**src/rtl/gtg_pkg.sv**
```systemverilog
// Shared constants and types of the go-to-goal pose controller.
package gtg_pkg;
    localparam logic [1:0] OP_ODOM   = 2'd0;
    localparam logic [1:0] OP_GOAL   = 2'd1;
    localparam logic [1:0] OP_CANCEL = 2'd2;
    localparam logic [1:0] OP_RESET  = 2'd3;

    localparam logic [1:0] ST_IDLE      = 2'd0;
    localparam logic [1:0] ST_PENDING   = 2'd1;
    localparam logic [1:0] ST_SUCCEEDED = 2'd2;
    localparam logic [1:0] ST_CANCELED  = 2'd3;

    localparam logic [2:0] CFG_TOL  = 3'd0;
    localparam logic [2:0] CFG_LING = 3'd1;
    localparam logic [2:0] CFG_LINL = 3'd2;
    localparam logic [2:0] CFG_ANGG = 3'd3;
    localparam logic [2:0] CFG_ANGL = 3'd4;

    localparam logic signed [35:0] PI_Q30    = 36'sd3373259426;
    localparam logic [29:0]        INV_K_Q30 = 30'd652032874;
    localparam logic signed [17:0] PI_Q13    = 18'sd25736;
    localparam logic signed [17:0] TWO_PI_Q13 = 18'sd51472;

    // Arctangent of 2^-i in Q30.
    function automatic logic [31:0] atan_q30(input logic [4:0] i);
        logic [31:0] r;
        begin
            case (i)
                5'd0: r = 32'd843314857;  5'd1: r = 32'd497837829;
                5'd2: r = 32'd263043837;  5'd3: r = 32'd133525159;
                5'd4: r = 32'd67021688;   5'd5: r = 32'd33543516;
                5'd6: r = 32'd16775851;   5'd7: r = 32'd8388437;
                5'd8: r = 32'd4194283;    5'd9: r = 32'd2097149;
                5'd31: r = 32'd0;
                default: r = 32'd1 << (5'd30 - i);
            endcase
            return r;
        end
    endfunction

    typedef struct packed {
        logic start;
        logic signed [35:0] x;
        logic signed [35:0] y;
    } gtg_cordic_req_t;

    typedef struct packed {
        logic done;
        logic signed [17:0] angle;
        logic [33:0] mag;
    } gtg_cordic_rsp_t;
endpackage

```
**src/rtl/gtg_cordic.sv**
```systemverilog
// Iterative CORDIC vectoring unit: one rotation step per cycle.
module gtg_cordic #(
    parameter int CORDIC_STEPS = 16
) (
    input  logic                     aclk,
    input  logic                     aresetn,
    input  gtg_pkg::gtg_cordic_req_t req,
    output gtg_pkg::gtg_cordic_rsp_t rsp
);
    import gtg_pkg::*;

    localparam int SW = $clog2(CORDIC_STEPS + 1);

    logic signed [37:0] x_reg, y_reg;
    logic signed [36:0] z_reg;
    logic [SW-1:0]      i_reg;
    logic               busy_reg, fin_reg, zero_reg;
    logic [1:0]         post_reg;
    logic [63:0]        prod_reg;

    logic signed [37:0] sx, sy;
    logic signed [36:0] zr;
    logic signed [18:0] q13;

    assign sx = x_reg >>> i_reg;
    assign sy = y_reg >>> i_reg;
    // Angle rounding to Q2.13 with clamp to +-pi.
    assign zr  = z_reg + 37'sd65536;
    assign q13 = 19'(zr >>> 17);

    always_ff @(posedge aclk) begin
        if (!aresetn) begin
            busy_reg <= 1'b0;
            fin_reg  <= 1'b0;
            post_reg <= 2'd0;
        end else begin
            // Done pulses for one cycle, right after the gain correction.
            fin_reg <= !req.start && !busy_reg && (post_reg == 2'd1);
            if (req.start) begin
                zero_reg <= (req.x == 36'sd0) && (req.y == 36'sd0);
                i_reg    <= '0;
                busy_reg <= 1'b1;
                if (req.x < 0) begin
                    x_reg <= -38'(req.x);
                    y_reg <= -38'(req.y);
                    z_reg <= (req.y >= 0) ? 37'(PI_Q30) : -37'(PI_Q30);
                end else begin
                    x_reg <= 38'(req.x);
                    y_reg <= 38'(req.y);
                    z_reg <= '0;
                end
            end else if (busy_reg) begin
                if (32'(i_reg) < CORDIC_STEPS && 32'(i_reg) < 32) begin
                    if (y_reg >= 0) begin
                        x_reg <= x_reg + sy;
                        y_reg <= y_reg - sx;
                        z_reg <= z_reg + 37'(atan_q30(5'(i_reg)));
                    end else begin
                        x_reg <= x_reg - sy;
                        y_reg <= y_reg + sx;
                        z_reg <= z_reg - 37'(atan_q30(5'(i_reg)));
                    end
                    i_reg <= i_reg + 1'b1;
                end else begin
                    busy_reg <= 1'b0;
                    post_reg <= 2'd1;
                end
            end else if (post_reg == 2'd1) begin
                // Magnitude gain correction, one multiply then register.
                prod_reg <= (x_reg < 0) ? 64'd0 :
                    64'(x_reg[33:0]) * 64'(INV_K_Q30) + 64'd536870912;
                post_reg <= 2'd0;
            end
        end
    end

    always_comb begin
        rsp.done = fin_reg;
        if (zero_reg) begin
            rsp.angle = '0;
            rsp.mag   = '0;
        end else begin
            rsp.mag = 34'(prod_reg >> 30);
            if (q13 > 19'(PI_Q13))       rsp.angle = PI_Q13;
            else if (q13 < -19'(PI_Q13)) rsp.angle = -PI_Q13;
            else                         rsp.angle = 18'(q13);
        end
    end
endmodule

```
**config.mk**
```make
export PLATFORM = sky130hd
export DESIGN_NAME = gtg_cordic
export DESIGN_NICKNAME = d
export VERILOG_FILES = /design/src/rtl/gtg_pkg.sv /design/src/rtl/gtg_cordic.sv
export SDC_FILE = /design/constraint.sdc
export NUM_CORES = 2
export LEC_CHECK = 0
export BUFFER_PORTS_ARGS = -buffer_cell sky130_fd_sc_hd__buf_2
export CORE_ASPECT_RATIO = 1.1
export CORE_MARGIN = 2
export CORE_UTILIZATION = 60
export CTS_CLUSTER_SIZE = 40
export DETAILED_ROUTE_END_ITERATION = 8
export PLACE_DENSITY = 0.8
export SLEW_MARGIN = 5
export SYNTH_ARGS = -nofsm -noshare
export SYNTH_HDL_FRONTEND = slang
export SYNTH_SLANG_ARGS = --single-unit
```
**constraint.sdc**
```tcl
create_clock -name aclk -period 8.7 [get_ports aclk]
set_clock_uncertainty 0.2 [all_clocks]
set_input_delay 0.87 -clock aclk [delete_from_list [all_inputs] [get_ports aclk]]
set_output_delay 0.87 -clock aclk [all_outputs]
set_load 0.02 [all_outputs]
```
==> reports/qor.yml <==
cp-end-kind: "register"
grt-busiest-layer: "met2"
netlist_area_sq_mm: 0.0421
vias: 36000
synth_area_leaders: "fa_1 23%, ha_1 14%, edfxtp_1 11%"
crit_required_ns: 8.87
wl_microns: 124000
r2r_cells: 27
clkLatencyLatePin_ns: 0.53
outcome: "completed"
finalCriticalPeriod_ns: 8.57
finalHoldViolations: 0
synth.distinct_cells: 112
holdCritStartpoint: "post_reg[0]"
rrSetupSlack_ns: 0.13
crit_path_max_fanout: 6
final_cells: 5890
synth_most_common_cell: "inv_1"
synthTopCellsByCount: "863 x inv_1, 492 x fa_1, 488 x ha_1"
drv_cap: 0
async_flop_share_pct: 0
fillCellCount: 5506
place_hpwl_microns: 102000
synth_edf_count: 152
register_area_sq_mm: 0.00462
cts_root_buffer: "clkbuf_16"
netlist_instances: 4684
io_pins: 128
coreArea_sq_mm: 0.0693
use_met1_pct: 47.2
cts_sinks: 155
drtAntennaViolNets: 0
routedWlPerCell_microns: 21.0
initial_core_util_pct: 60.8
clk_pin_slew_ns: 0.08
synthFlopType: "edfxtp_1"
place_congestion: 1.01
dieArea_sq_mm: 0.0723
multi_input_comb_area_sq_mm: 0.0342
max_freq_mhz: 117
rows: 101
grtUsageTotal_pct: 34.0
crit_slowest_cell: "or4_4"
die_x_microns: 257
port_buffers: 127
worst_pin_slew_ns: 1.04
ys_seq_area_share_pct: 11.0
grt_pass1_vias: 34800
hp-class: "reg -> reg"
dp_cells: 5816
rsz0062_at_grt: "true"
slowest_delay_ns: 0.59
met3_usage_pct: 6.42
dr.pass1.iters: 5
grt_max_degree: 91
drt-initial-drc-count: 3664
yosysWarnings: 0
syn-num-nets: 5739
r2r_end: "prod_reg[62]"
cts_buffer_depth: 2
drive_gt1_share_pct: 15.7
holdPathEnd: "post_reg[0]"
grt-ovfl-total: 0
crit_type: "reg -> reg"
drcViolationCount: 0
viasPerCell: 6.11
antenna_found_initial: 1
period_share_pct: 98.5
hold_path_depth: 2
reg2reg_from: "x_reg[11]"
arrival_ns: 8.74
cts_inserted_buffers: 17
die_y_microns: 282
cts_tree: "yes"
startpoint_type: "register"
synth_top_area_share_pct: 23.4
synth_seq_cells: 155
slew_headroom_pct: 30.2
grt_use_met2_pct: 54.1
grt_pass1_wl_microns: 192000
syn2layout_area_growth_pct: 11.0
htreeDepth: 4
crit_family: "adder cells"
drv_slew: 0
syn_avg_cell_area_sq_um: 8.99
nets: 6004
post-synth-top-area-cell: "fa_1"
finalSetupViolCount: 0
crit_buf_inv: 7
## final cells by class
type | count | share of cell area (%)
Inverter | 867 | 7.00
Tap cell | 927 | 2.48
Sequential cell | 155 | 9.90
Timing Repair Buffer | 411 | 6.24
Clock inverter | 14 | 0.369
Multi-Input combinational cell | 3497 | 73.1
Antenna cell | 1 | 0.00536
Clock buffer | 18 | 0.918
## logic make-up after synthesis
family          synth area share (%)
flops                           11.0
simple gates                    12.4
xor+xnor                        6.90
fa+ha+maj                       37.9
mux                             7.83
buf+inv                         9.58
compound gates                  14.4
## metrics by stage
stage               setup WS, ns  utilization, %  hold slack, ns  TNS [ns]  area [sq um]
floorplan                 0.0194               -           0.238         0         42100
global placement          -0.151            65.0           0.267    -0.342         45000
detailed placement        -0.312            65.0           0.279     -1.44         45000
CTS                     0.000290            66.1           0.297         0         45800
global route             -0.0724            67.5           0.319    -0.273         46700
finish                     0.126            67.5           0.297         0         46700
## repair_timing
item,in CTS,in global routing
setup buffers,3,38
hold buffers,0,0
pin swaps,9,89
resized for setup,23,138
endpoints found under the setup margin,15,18
cloned,0,0
## tightest hold or removal path, cell delays in order (launching register included)
cell	delay, ns
dfxtp_1	0.34
a21oi_1	0.05
nor2_1	0.08
## layout by cell type (no fill, tap or decap), types with 15 or more instances in the layout
master and count:
o21bai_1 26, or2_2 17, nand2_1 305, fa_1 484, o21ai_0 260, mux2_2 30, inv_1 840, nor2b_1 62
nand3_1 67, or3_1 36, and3_1 31, nor3_1 64, o21ai_1 17, nor2_1 249, inv_2 23, a211oi_1 34
o21a_1 25, buf_2 126, mux2i_1 37, nand2b_1 48, xor2_1 130, mux4_2 108, edfxtp_1 152, a21oi_1 224
buf_4 260, o211ai_1 21, a21oi_2 15, a21o_1 84, a31oi_1 29, buf_6 19, ha_4 22, o31ai_1 60
ha_1 459, xnor2_1 201, clkbuf_16 17, nand4_1 35, and2_1 20
## worst max-delay path by stage
| stage | start | end | cells past startpoint |
|---|---|---|---|
| floorplan | x_reg[11] | prod_reg[63] | 24 |
| global placement | x_reg[10] | prod_reg[63] | 25 |
| detailed placement | x_reg[12] | prod_reg[63] | 25 |
| CTS | x_reg[12] | prod_reg[63] | 25 |
| global route | x_reg[7] | prod_reg[62] | 32 |
| finish | x_reg[11] | prod_reg[62] | 27 |
## metal layers
| layer | wire length [microns] | up-vias |
|---|---|---|
| li1 | - | 16500 |
| met5 | 0 | - |
| met2 | 57000 | 1574 |
| met3 | 10800 | 250 |
| met1 | 52000 | 17700 |
| met4 | 3940 | 0 |
Power is not shown: default switching activity piles up to over one toggle a cycle in this logic, so the estimate is an artifact.
